--- config.mk ---
export PLATFORM = sky130hd
export DESIGN_NAME = knn_incremental_majority_vote_core_flat
export DESIGN_NICKNAME = d
export VERILOG_FILES = /design/src/design/kimv_pkg.sv /design/src/design/kimv_if.sv /design/src/design/kimv_count_store.sv /design/src/design/knn_incremental_majority_vote_core.sv /design/src/flat_wrapper.sv
export VERILOG_INCLUDE_DIRS = /design/src /design/src/design
export SDC_FILE = /design/constraint.sdc
export NUM_CORES = 1
export LEC_CHECK = 0
export ABC_AREA = 0
export BUFFER_PORTS_ARGS = -buffer_cell sky130_fd_sc_hd__buf_2
export CORE_MARGIN = 4
export CORE_UTILIZATION = 50
export DETAILED_ROUTE_END_ITERATION = 7
export PLACE_DENSITY = 0.67
export SETUP_SLACK_MARGIN = 0.4
export SLEW_MARGIN = 20
export SYNTH_ARGS = -nofsm -noshare
export SYNTH_HDL_FRONTEND = slang
export SYNTH_SLANG_ARGS = --single-unit
--- constraint.sdc ---
create_clock -name i_clk -period 13.5 [get_ports i_clk]
set_clock_uncertainty 0.1 [all_clocks]
set_input_delay 2.7 -clock i_clk [delete_from_list [all_inputs] [get_ports i_clk]]
set_output_delay 2.7 -clock i_clk [all_outputs]
set_load 0.005 [all_outputs]
--- src/design/knn_incremental_majority_vote_core_assert.svh ---
// ----------------------------------------------------------------------------
// kNN majority vote assertion macros
// Concurrent assertion wrappers, compiled out when ASSERT_OFF is defined.
// ----------------------------------------------------------------------------
`ifndef KNN_INCREMENTAL_MAJORITY_VOTE_CORE_ASSERT_SVH
`define KNN_INCREMENTAL_MAJORITY_VOTE_CORE_ASSERT_SVH

`ifndef ASSERT_OFF

`define KIMV_ASSERT(lbl, clk, rst_n, prop) \
    lbl: assert property (@(posedge clk) disable iff (!rst_n) (prop)) \
        else $error("kimv assertion failed");

`define KIMV_ASSERT_NEXT(lbl, clk, rst_n, ante, cons) \
    lbl: assert property (@(posedge clk) disable iff (!rst_n) (ante) |=> (cons)) \
        else $error("kimv assertion failed");

`else

`define KIMV_ASSERT(lbl, clk, rst_n, prop)

`define KIMV_ASSERT_NEXT(lbl, clk, rst_n, ante, cons)

`endif

`endif

--- src/design/kimv_pkg.sv ---
// ----------------------------------------------------------------------------
// kimv_pkg
// Shared types and constants of the kNN incremental majority vote core.
// ----------------------------------------------------------------------------
`default_nettype none

package kimv_pkg;

    localparam int MAX_CLASSES_DEF    = 16;
    localparam int MAX_NEIGHBOURS_DEF = 64;

    localparam int CLS_W      = 4;
    localparam int K_W        = 7;
    localparam int NCLS_W     = 5;
    localparam int LABEL_W    = 32;
    localparam int CFG_IDX_W  = 2;
    localparam int CFG_DATA_W = 32;

    localparam logic [K_W-1:0]    K_RST    = 7'd3;
    localparam logic [NCLS_W-1:0] NCLS_RST = 5'd16;

    typedef enum logic [CFG_IDX_W-1:0] {
        CFG_K    = 2'd0,
        CFG_NCLS = 2'd1,
        CFG_OFS  = 2'd2
    } t_cfg_idx;

    typedef struct packed {
        logic rd_en;
        logic wr_en;
        logic clr;
    } t_store_ctl;

endpackage

`default_nettype wire

--- src/design/kimv_if.sv ---
// ----------------------------------------------------------------------------
// kimv request channels
// Valid/ready channels for neighbour requests and vote results.
// ----------------------------------------------------------------------------
`default_nettype none

interface kimv_in_if;
    import kimv_pkg::*;

    logic             valid;
    logic             ready;
    logic [CLS_W-1:0] neighbour_class;

    modport source (output valid, output neighbour_class, input ready);
    modport sink   (input valid, input neighbour_class, output ready);
endinterface

interface kimv_out_if;
    import kimv_pkg::*;

    logic                      valid;
    logic                      ready;
    logic signed [LABEL_W-1:0] class_label;
    logic                      last_of_query;
    logic                      class_error;

    modport source (output valid, output class_label, output last_of_query,
                    output class_error, input ready);
    modport sink   (input valid, input class_label, input last_of_query,
                    input class_error, output ready);
endinterface

`default_nettype wire

--- src/design/kimv_count_store.sv ---
// ----------------------------------------------------------------------------
// kimv_count_store
// Per-class vote count RAM with registered read, write-to-read forwarding and
// per-entry valid flops that clear the whole histogram at once.
// ----------------------------------------------------------------------------
`default_nettype none

module kimv_count_store #(
    parameter int DEPTH  = kimv_pkg::MAX_CLASSES_DEF,
    parameter int DATA_W = $clog2(kimv_pkg::MAX_NEIGHBOURS_DEF + 1)
) (
    input  wire logic                       i_clk,
    input  wire logic                       i_rst_n,
    input  wire kimv_pkg::t_store_ctl       i_ctl,
    input  wire logic [$clog2(DEPTH)-1:0]   i_rd_addr,
    input  wire logic [$clog2(DEPTH)-1:0]   i_wr_addr,
    input  wire logic [DATA_W-1:0]          i_wr_data,
    output logic      [DATA_W-1:0]          o_count
);
    import kimv_pkg::*;

    localparam int ADDR_W = $clog2(DEPTH);

    logic [DATA_W-1:0] r_mem [DEPTH];
    logic [DATA_W-1:0] r_rdata;
    logic [DATA_W-1:0] r_fwd_data;
    logic [ADDR_W-1:0] r_rd_addr;
    logic              r_fwd;
    logic [DEPTH-1:0]  r_valid;

    always_ff @(posedge i_clk) begin
        if (i_ctl.wr_en) begin
            r_mem[i_wr_addr] <= i_wr_data;
        end
        if (i_ctl.rd_en) begin
            r_rdata    <= r_mem[i_rd_addr];
            r_rd_addr  <= i_rd_addr;
            r_fwd_data <= i_wr_data;
        end
    end

    always_ff @(posedge i_clk) begin
        if (!i_rst_n) begin
            r_fwd   <= 1'b0;
            r_valid <= '0;
        end else begin
            if (i_ctl.rd_en) begin
                r_fwd <= i_ctl.wr_en && (i_wr_addr == i_rd_addr);
            end
            if (i_ctl.clr) begin
                r_valid <= '0;
            end else if (i_ctl.wr_en) begin
                r_valid[i_wr_addr] <= 1'b1;
            end
        end
    end

    assign o_count = r_valid[r_rd_addr] ? (r_fwd ? r_fwd_data : r_rdata) : '0;

endmodule

`default_nettype wire

--- src/design/knn_incremental_majority_vote_core.sv ---
// ----------------------------------------------------------------------------
// knn_incremental_majority_vote_core
// Running k-nearest-neighbour majority vote with lowest-index tie break.
// ----------------------------------------------------------------------------
// Takes one neighbour class per request, nearest first, and returns one result
// per request: the leading class so far plus label_offset, flagged last after
// k neighbours and flagged as error for a class at or above the class count.
// One request is accepted every cycle; a result passes the stage 1 register
// and the output register (count RAM read in the accept cycle, then increment,
// leader compare and write-back with the result registered). A full output
// register stalls the second stage and with it the input. At the end of a
// query the histogram is cleared at once by per-class valid flops, with no pass.
`default_nettype none

module knn_incremental_majority_vote_core #(
    parameter int MAX_CLASSES    = kimv_pkg::MAX_CLASSES_DEF,
    parameter int MAX_NEIGHBOURS = kimv_pkg::MAX_NEIGHBOURS_DEF
) (
    input  wire logic                            i_clk,
    input  wire logic                            i_rst_n,
    kimv_in_if.sink                              i_nb,
    kimv_out_if.source                           o_res,
    input  wire logic                            i_cfg_we,
    input  wire logic [kimv_pkg::CFG_IDX_W-1:0]  i_cfg_idx,
    input  wire logic [kimv_pkg::CFG_DATA_W-1:0] i_cfg_data
);
    import kimv_pkg::*;

`include "knn_incremental_majority_vote_core_assert.svh"

    localparam int ADDR_W = $clog2(MAX_CLASSES);
    localparam int CNT_W  = $clog2(MAX_NEIGHBOURS + 1);
    localparam int CMP_W  = (ADDR_W + 1 > NCLS_W) ? ADDR_W + 1 : NCLS_W;
    localparam int KCMP_W = (CNT_W > K_W) ? CNT_W : K_W;

    logic [K_W-1:0]     r_k;
    logic [NCLS_W-1:0]  r_ncls;
    logic [LABEL_W-1:0] r_ofs;

    logic               r_s1_vld;
    logic [ADDR_W-1:0]  r_s1_cls;
    logic               r_s1_err;

    logic [CNT_W-1:0]   r_seen;
    logic [ADDR_W-1:0]  r_lead_cls;
    logic [CNT_W-1:0]   r_lead_cnt;

    logic               r_o_vld;
    logic [LABEL_W-1:0] r_o_label;
    logic               r_o_last;
    logic               r_o_err;

    logic [CMP_W-1:0]   eff_cls;
    logic [KCMP_W-1:0]  eff_k;
    logic               in_range;
    logic               acc;
    logic               s1_adv;
    logic [CNT_W-1:0]   old_cnt;
    logic [CNT_W-1:0]   cnt_new;
    logic               take;
    logic [ADDR_W-1:0]  n_lead_cls;
    logic [CNT_W-1:0]   n_lead_cnt;
    logic [CNT_W-1:0]   n_seen;
    logic               last;
    t_store_ctl         st_ctl;

    // configuration
    always_ff @(posedge i_clk) begin
        if (!i_rst_n) begin
            r_k    <= K_RST;
            r_ncls <= NCLS_RST;
            r_ofs  <= '0;
        end else if (i_cfg_we) begin
            unique case (i_cfg_idx)
                CFG_K:    r_k    <= i_cfg_data[K_W-1:0];
                CFG_NCLS: r_ncls <= i_cfg_data[NCLS_W-1:0];
                CFG_OFS:  r_ofs  <= i_cfg_data[LABEL_W-1:0];
                default: ;
            endcase
        end
    end

    always_comb begin
        eff_cls = (CMP_W'(r_ncls) > CMP_W'(MAX_CLASSES)) ? CMP_W'(MAX_CLASSES)
                                                          : CMP_W'(r_ncls);
        if (r_k == '0) begin
            eff_k = KCMP_W'(1);
        end else if (KCMP_W'(r_k) > KCMP_W'(MAX_NEIGHBOURS)) begin
            eff_k = KCMP_W'(MAX_NEIGHBOURS);
        end else begin
            eff_k = KCMP_W'(r_k);
        end
    end

    // handshake
    assign s1_adv     = r_s1_vld && (!r_o_vld || o_res.ready);
    assign i_nb.ready = !r_s1_vld || !r_o_vld || o_res.ready;
    assign acc        = i_nb.valid && i_nb.ready;
    assign in_range   = CMP_W'(i_nb.neighbour_class) < eff_cls;

    // stage 1: count read
    always_ff @(posedge i_clk) begin
        if (!i_rst_n) begin
            r_s1_vld <= 1'b0;
        end else if (acc) begin
            r_s1_vld <= 1'b1;
        end else if (s1_adv) begin
            r_s1_vld <= 1'b0;
        end
    end

    always_ff @(posedge i_clk) begin
        if (acc) begin
            r_s1_cls <= ADDR_W'(i_nb.neighbour_class);
            r_s1_err <= !in_range;
        end
    end

    assign st_ctl.rd_en = acc && in_range;
    assign st_ctl.wr_en = s1_adv && !r_s1_err;
    assign st_ctl.clr   = s1_adv && last;

    kimv_count_store #(
        .DEPTH  (MAX_CLASSES),
        .DATA_W (CNT_W)
    ) u_store (
        .i_clk     (i_clk),
        .i_rst_n   (i_rst_n),
        .i_ctl     (st_ctl),
        .i_rd_addr (ADDR_W'(i_nb.neighbour_class)),
        .i_wr_addr (r_s1_cls),
        .i_wr_data (cnt_new),
        .o_count   (old_cnt)
    );

    // stage 2: increment, leader update
    always_comb begin
        cnt_new    = old_cnt + CNT_W'(1);
        take       = !r_s1_err && ((cnt_new > r_lead_cnt) ||
                     ((cnt_new == r_lead_cnt) && (r_s1_cls < r_lead_cls)));
        n_lead_cls = take ? r_s1_cls : r_lead_cls;
        n_lead_cnt = take ? cnt_new  : r_lead_cnt;
        n_seen     = r_seen + CNT_W'(1);
        last       = KCMP_W'(n_seen) >= eff_k;
    end

    always_ff @(posedge i_clk) begin
        if (!i_rst_n) begin
            r_seen     <= '0;
            r_lead_cls <= '0;
            r_lead_cnt <= '0;
        end else if (s1_adv) begin
            if (last) begin
                r_seen     <= '0;
                r_lead_cls <= '0;
                r_lead_cnt <= '0;
            end else begin
                r_seen     <= n_seen;
                r_lead_cls <= n_lead_cls;
                r_lead_cnt <= n_lead_cnt;
            end
        end
    end

    // output register
    always_ff @(posedge i_clk) begin
        if (!i_rst_n) begin
            r_o_vld <= 1'b0;
        end else if (s1_adv) begin
            r_o_vld <= 1'b1;
        end else if (o_res.ready) begin
            r_o_vld <= 1'b0;
        end
    end

    always_ff @(posedge i_clk) begin
        if (s1_adv) begin
            r_o_label <= r_ofs + LABEL_W'(n_lead_cls);
            r_o_last  <= last;
            r_o_err   <= r_s1_err;
        end
    end

    assign o_res.valid         = r_o_vld;
    assign o_res.class_label   = $signed(r_o_label);
    assign o_res.last_of_query = r_o_last;
    assign o_res.class_error   = r_o_err;

    `KIMV_ASSERT(a_lead_le_seen, i_clk, i_rst_n, r_lead_cnt <= r_seen)
    `KIMV_ASSERT_NEXT(a_end_clears, i_clk, i_rst_n, s1_adv && last,
                      (r_seen == '0) && (r_lead_cnt == '0) && (r_lead_cls == '0))
    `KIMV_ASSERT_NEXT(a_err_keeps_lead, i_clk, i_rst_n, s1_adv && r_s1_err && !last,
                      $stable(r_lead_cls) && $stable(r_lead_cnt))

endmodule

`default_nettype wire
--- src/flat_wrapper.sv ---
// flat-port wrapper written by rule: the top's interface ports become plain ports
module knn_incremental_majority_vote_core_flat import kimv_pkg::*;
#(
    parameter int MAX_CLASSES    = kimv_pkg::MAX_CLASSES_DEF,
    parameter int MAX_NEIGHBOURS = kimv_pkg::MAX_NEIGHBOURS_DEF
)
  (i_clk, i_rst_n, i_cfg_we, i_cfg_idx, i_cfg_data, i_nb_valid, i_nb_neighbour_class, i_nb_ready, o_res_valid, o_res_class_label, o_res_last_of_query, o_res_class_error, o_res_ready);
  kimv_in_if i_nb_i ();
  kimv_out_if o_res_i ();
  input  wire logic i_clk;
  input  wire logic i_rst_n;
  input  wire logic i_cfg_we;
  input  wire logic [kimv_pkg::CFG_IDX_W-1:0] i_cfg_idx;
  input  wire logic [kimv_pkg::CFG_DATA_W-1:0] i_cfg_data;
  input wire logic [$bits(i_nb_i.valid)-1:0] i_nb_valid;
  input wire logic [$bits(i_nb_i.neighbour_class)-1:0] i_nb_neighbour_class;
  output wire logic [$bits(i_nb_i.ready)-1:0] i_nb_ready;
  output wire logic [$bits(o_res_i.valid)-1:0] o_res_valid;
  output wire logic [$bits(o_res_i.class_label)-1:0] o_res_class_label;
  output wire logic [$bits(o_res_i.last_of_query)-1:0] o_res_last_of_query;
  output wire logic [$bits(o_res_i.class_error)-1:0] o_res_class_error;
  input wire logic [$bits(o_res_i.ready)-1:0] o_res_ready;
  assign i_nb_i.valid = i_nb_valid;
  assign i_nb_i.neighbour_class = i_nb_neighbour_class;
  assign i_nb_ready = i_nb_i.ready;
  assign o_res_valid = o_res_i.valid;
  assign o_res_class_label = o_res_i.class_label;
  assign o_res_last_of_query = o_res_i.last_of_query;
  assign o_res_class_error = o_res_i.class_error;
  assign o_res_i.ready = o_res_ready;
  knn_incremental_majority_vote_core #(.MAX_CLASSES(MAX_CLASSES), .MAX_NEIGHBOURS(MAX_NEIGHBOURS)) u_core (.i_clk(i_clk), .i_rst_n(i_rst_n), .i_nb(i_nb_i), .o_res(o_res_i), .i_cfg_we(i_cfg_we), .i_cfg_idx(i_cfg_idx), .i_cfg_data(i_cfg_data));
endmodule
# Word level (Yosys, flattened, before mapping)
# Memories as Yosys holds them, arrays and structs flattened. A register that Yosys moved wholly into a read port is not among the register bits.
# Index checks and enable logic that the tools add are counted.
# word_totals
latch_bits	0
mem_bits_ro	0
out_inout_bits	36
elab_cells	83
register_bits	131
mem_count	1
input_bits	43
ramBits	112
# mem_list
name	words	width	rd	rd_ports_with_merged_regs	write_ports	line_no	source
u_core.u_store.r_mem	16	7	1	1	1	kimv_count_store.sv:24	logic [DATA_W-1:0] r_mem [DEPTH];
# op_classes
n_mux	20
reduce_logical	27
magnitude_cmp	9
multipliers	0
bitwise	2
shifts	0
eq_ne	4
div	0
n_addsub	3
# op_table
operator	count
7-bit 2-to-1 mux	7
32-bit by 4-bit adder with 32-bit output	1
16-bit bitwise OR	1
7-bit by 1-bit adder with 7-bit output, second input constant	2
4-bit by 5-bit less-than comparator with 1-bit output, second input constant	2
1-bit logical AND	9
1-bit 2-to-1 mux	8
4-bit 2-to-1 mux	2
2-bit AND reduction	4
7-bit == test	1
7-bit greater-or-equal comparator	1
7-bit greater-than comparator	1
7-bit greater-than comparator, second input constant	1
7-bit logical NOT	1
2-bit nonzero test	3
5-bit greater-than comparator, second input constant	1
4-bit by 5-bit less-than comparator with 1-bit output	1
5-bit 2-to-1 mux	1
1-bit binary-select mux with 4-bit select	1
1-bit demux with 4-bit select	1
4-bit == test	1
4-bit by 1-bit greater-or-equal comparator with 1-bit output, second input constant	1
1-bit logical NOT	4
1-bit logical OR	4
other kinds (6)	6

# Longest topological paths before layout
# logic_depth
ltp_word	10
mapped_depth	25
depth_no_buf	22

# By module
# From an unflattened synthesis, not the netlist that was laid out.
# unflattened
hier_cells	835
hier_area_um2	10831.6
# modules_own_cells
module	cells_per_inst	instances	seq_area_each_um2	area_each_um2
kimv_count_store	294	1	4244.1	5708.0
knn_incremental_majority_vote_core	541	1	2452.4	5123.7

# Least setup slack after synthesis
# OpenSTA, ideal clock, no wires.
# synth_path
path_kind	input port to output port
start	in o_res_ready
end	out i_nb_ready
required_time_ns	10.700
setup_slack_ns	7.826
stages	1
t_arrival_ns	2.874
n_path_buf	0
path_cell_list	nand3b_1
# synth_between
elab_chain_cells	1
# synth_rtl
element	line_no	source
from (decl)	flat_wrapper.sv:22	input wire logic [$bits(o_res_i.ready)-1:0] o_res_ready;
1-bit logical OR	knn_incremental_majority_vote_core.sv:97	assign i_nb.ready = !r_s1_vld || !r_o_vld || o_res.ready;
to (decl)	flat_wrapper.sv:17	output wire logic [$bits(i_nb_i.ready)-1:0] i_nb_ready;
# Every way passes these cells.

# Worst setup path in the final report
# Same ends and word-level chain as after synthesis.

==> summary.txt <==
Status
  – Status: completed

Yosys
  – Flip-flop cell with the highest count after synthesis: edfxtp_1
  – Net count after synthesis: 870
  – Number of different library cells in the post-synthesis netlist: 54
  – Proportion of register bits with asynchronous set or reset after synthesis: 0%
  – Average footprint of a synthesized cell: between 10 and 15 um2
  – Yosys warns: 0
  – Synthesized instance count: between 800 and 900
  – Synthesized area: 10620 um2
  – Seq/Total Area, Yosys: 63.04%
  – Synthesized flop and latch total: 250
  – Number of flops mapped to enable cells by yosys: 169

Finish
  – Fraction of layout cells with a size suffix above 1: 19.89%
  – Combined flip-flop and latch cell area: 6696 um2
  – Final antenna diode count: 0
  – Relative area change from synthesis to final layout: 14.69%
  – Final #Nets: 954
  – Fillers: 1728
  – Footprint of the multi-input gates: 3670 um2

Detailed routing
  – First-pass detailed-route iteration total: 4
  – Final wirelength: 20.59 mm
  – Drt first-iter violations: 381
  – Number of DRC violations after detailed routing: 0
  – Vias: 6284
  – Antenna viol nets, final: 0
  – Routed vias/inst: between 5 and 6
  – Wire length per cell: 17.45 um

Clock network
  – Total CTS buffers: 26
  – Setup Fix Bufs, Post-CTS: 0
  – Clock latency of the later-clocked register in the worst-skew pair: 520 ps
  – Clock tree from TritonCTS: done
  – Clock-pin slew of the registers on the worst-case setup and hold paths: ~60 ps
  – Htree depth: 1
  – CTS Hold Bufs: 0
  – Bufs on Longest Clock Path: 3
  – Post_cts resized: 0
  – Clock sinks: 250
  – Root cell of the clock tree: clkbuf_16

Placed design
  – Hpwl dp: around 14 mm
  – RD Place Congestion: 0.8004
  – Number of buffers inserted by port buffering: 78

Power
  – Highest ir drop seen on vdd: 0.09311 mV
  – Internal Dissipation: between 0.001 and 0.0015 W
  – Power share of the combinational group: 7.3%
  – Total power divided by cell area: 140.4 nW/um2
  – Relative contribution of the clock network to total power: between 40% and 50%
  – Proportion of power drawn by flip-flops and latches: 50.1%
  – Switching power share of the total: 21.64%
  – Psw: 0.0003702 W
  – Standby leakage power: between 4 and 5 nW
  – Power, Total: 0.001710 W

Die
  – Initial standard-cell utilization of the core: 50.69%
  – Area of the die: 23640 um2
  – Width of the chip: 153.8 um
  – Core region area: 20960 um2
  – Num rows: 53
  – Die height: 153.8 um
  – Ports placed on the boundary: 79

Timing
  – Highest Clock Rate: 169.3 MHz
  – Count of final setup violators: 0
  – Setup repair after global routing missed its margin: no
  – Time the final worst path needs with I/O delays and setup: approximately 5900 ps
  – Max-slew violation count: 0
  – Relative slew slack: roughly a third
  – Transition time at the pin with the least slew margin: 1023 ps
  – Count of final hold-check violations: 0
  – Final cycle utilization of the critical path: 43.75%
  – Final setup TNS: 0 ps

GRT
  – Number of antenna violations at the first check in global routing: 0
  – Largest net degree at the start of global routing: 56
  – Wire length of the first global-routing pass: roughly 33 mm
  – Total routing resource utilization after global routing: 17.05%
  – Vias in the first global route: 6008
  – Overflow left after global routing: 0

Critical path
  – Reg2Reg Launch Point: u_core.u_store.r_rd_addr[2]
  – Source of the critical timing path: o_res_ready
  – Critical path arrival: 3110 ps
  – Crit end category: output port
  – Required time at the endpoint of the critical path: 10700 ps
  – Critical path launch point type: input pin
  – Maximum net fanout on the critical path: 3
  – Setup CP Type: input pin to output port

Flow run
  – Number of maximum-capacitance violations: 0

Worst hold path
  – Worst hold path class: flip-flop to flip-flop
  – Min-delay src: u_core.r_ofs[3]
[final timing paths]
path / to / slack, ps / depth (start not counted)
max: i_nb_ready / 7590 / 3
min: u_core.r_ofs[3] / 360 / 2
max reg2reg: u_core.o_res.class_label[28] / 8020 / 22
min reg2reg: u_core.r_ofs[3] / 360 / 2
[power by group through the flow]
| stage | Sequential [W] | Combinational, W | Clock (W) |
|---|---|---|---|
| after floorplan | 0.000870 | 0.0000899 | 0 |
| after global placement | 0.000874 | 0.000123 | 0 |
| after detailed placement | 0.000874 | 0.000125 | 0 |
| after CTS | 0.000858 | 0.000126 | 0.000744 |
| after global routing | 0.000860 | 0.000139 | 0.000780 |
| final | 0.000858 | 0.000124 | 0.000729 |
[cells in the mapped netlist (11+ instances only)]
| library cell | count | area [um2] |
|---|---|---|
| nand3_1 | 14 | 70.07 |
| dfxtp_1 | 81 | 1622 |
| mux2i_1 | 19 | 190.2 |
| nand2_1 | 110 | 412.9 |
| xnor2_1 | 27 | 236.5 |
| o21a_1 | 24 | 180.2 |
| clkbuf_1 | 19 | 71.32 |
| inv_1 | 30 | 112.6 |
| ha_1 | 25 | 312.8 |
| edfxtp_1 | 169 | 5075 |
| a21oi_1 | 55 | 275.3 |
| o21ai_0 | 11 | 55.05 |
| and3_1 | 13 | 81.33 |
| xor2_1 | 21 | 183.9 |
| mux4_2 | 37 | 833.3 |
| nor2_1 | 54 | 202.7 |
[per-stage QoR]
stage | util (%) | hold WS (ps) | instance area, um2 | worst slack (ps) | cells
5_1_grt | 58.14 | 381.4 | 12180 | 7537 | 1180
3_5_place_dp | 53.88 | 352.2 | 11290 | 7592 | 1132
2_1_floorplan | - | 335.4 | 10620 | 7826 | 801
4_1_cts | 58.11 | 364.2 | 12180 | 7594 | 1180
3_3_place_gp | 53.88 | 342.2 | 11290 | 7596 | 1132
6_report | 58.14 | 360.8 | 12180 | 7594 | 1180
[layout by cell type, fill, tap and decap left out, types with 2 or more instances in the layout]
cell | Yosys | routed
a31oi_1 | 3 | 2
a22oi_1 | 2 | 2
buf_2 | 3 | 78
nand2_1 | 110 | 110
a21oi_1 | 55 | 55
clkinv_1 | 0 | 7
clkbuf_8 | 0 | 3
bufinv_16 | 0 | 4
nand3_1 | 14 | 14
o32ai_1 | 6 | 6
nand3b_1 | 7 | 7
o21ai_1 | 2 | 2
nor3b_1 | 3 | 3
and3_1 | 13 | 13
mux2i_1 | 19 | 19
or2_1 | 2 | 2
nor2b_1 | 3 | 3
and2_1 | 2 | 2
o21ai_0 | 11 | 11
and4_1 | 4 | 4
dfxtp_1 | 81 | 81
xnor2_1 | 27 | 27
clkbuf_16 | 0 | 26
buf_4 | 1 | 11
xor2_1 | 21 | 21
ha_1 | 25 | 25
clkbuf_1 | 19 | 3
mux4_2 | 37 | 37
nor3_1 | 7 | 6
inv_1 | 30 | 29
nor2_2 | 1 | 3
edfxtp_1 | 169 | 169
clkinv_2 | 0 | 5
o21a_1 | 24 | 24
nor2_1 | 54 | 52
a21o_1 | 4 | 4
nand4_1 | 5 | 5
a31oi_2 | 1 | 2
nand2b_1 | 8 | 8
[worst max-delay path, cell delays in order]
cell      delay (ps)
buf_2            100
nand3b_1         170
buf_2            140
[sequential cells by signal, summed over array words and instances (netlist names)]
| register | cells |
|---|---|
| u_core.o_res.class_error | 1 |
| u_core.o_res.class_label | 32 |
| u_core.o_res.last_of_query | 1 |
| u_core.o_res.valid | 1 |
| u_core.r_k | 7 |
| u_core.r_lead_cls | 4 |
| u_core.r_lead_cnt | 7 |
| u_core.r_ncls | 5 |
| u_core.r_ofs | 32 |
| u_core.r_s1_cls | 4 |
| u_core.r_s1_err | 1 |
| u_core.r_s1_vld | 1 |
| u_core.r_seen | 7 |
| u_core.u_store.r_fwd | 1 |
| u_core.u_store.r_fwd_data | 7 |
| u_core.u_store.r_mem | 112 |
| u_core.u_store.r_rd_addr | 4 |
| u_core.u_store.r_rdata | 7 |
| u_core.u_store.r_valid | 16 |
[kinds of logic after synthesis]
group,after synthesis,share of synthesized area [%]
buffers and inverters,63,2.579
adder cells (fa/ha/maj),26,3.133
multiplexers,56,9.635
AND/OR/NAND/NOR,239,10.39
AO/OA/AOI/OAI,119,7.267
XOR/XNOR,48,3.958
flip-flops,250,63.04
[layer usage]
metal / wire length, um / share of wire, % / global-route usage, % / vias up
met3: 766 / 3.7 / 2.674 / 27
met2: 9943 / 48 / 28.45 / 115
li1: - / - / - / 3113
met1: 9457 / 46 / 23.82 / 3029
met5: 0 / 0 / 0 / -
met4: 423 / 2.1 / 3.953 / 0
[layout make-up]
class                           instances  area share, %
Tap cell                              275          2.824
Timing Repair Buffer                   89          3.882
Sequential cell                       250          54.97
Clock inverter                         16          1.510
Inverter                               30         0.9243
Multi-Input combinational cell        488          30.12
Clock buffer                           32          5.772
Note: power is estimated with default switching activity, not from simulation.
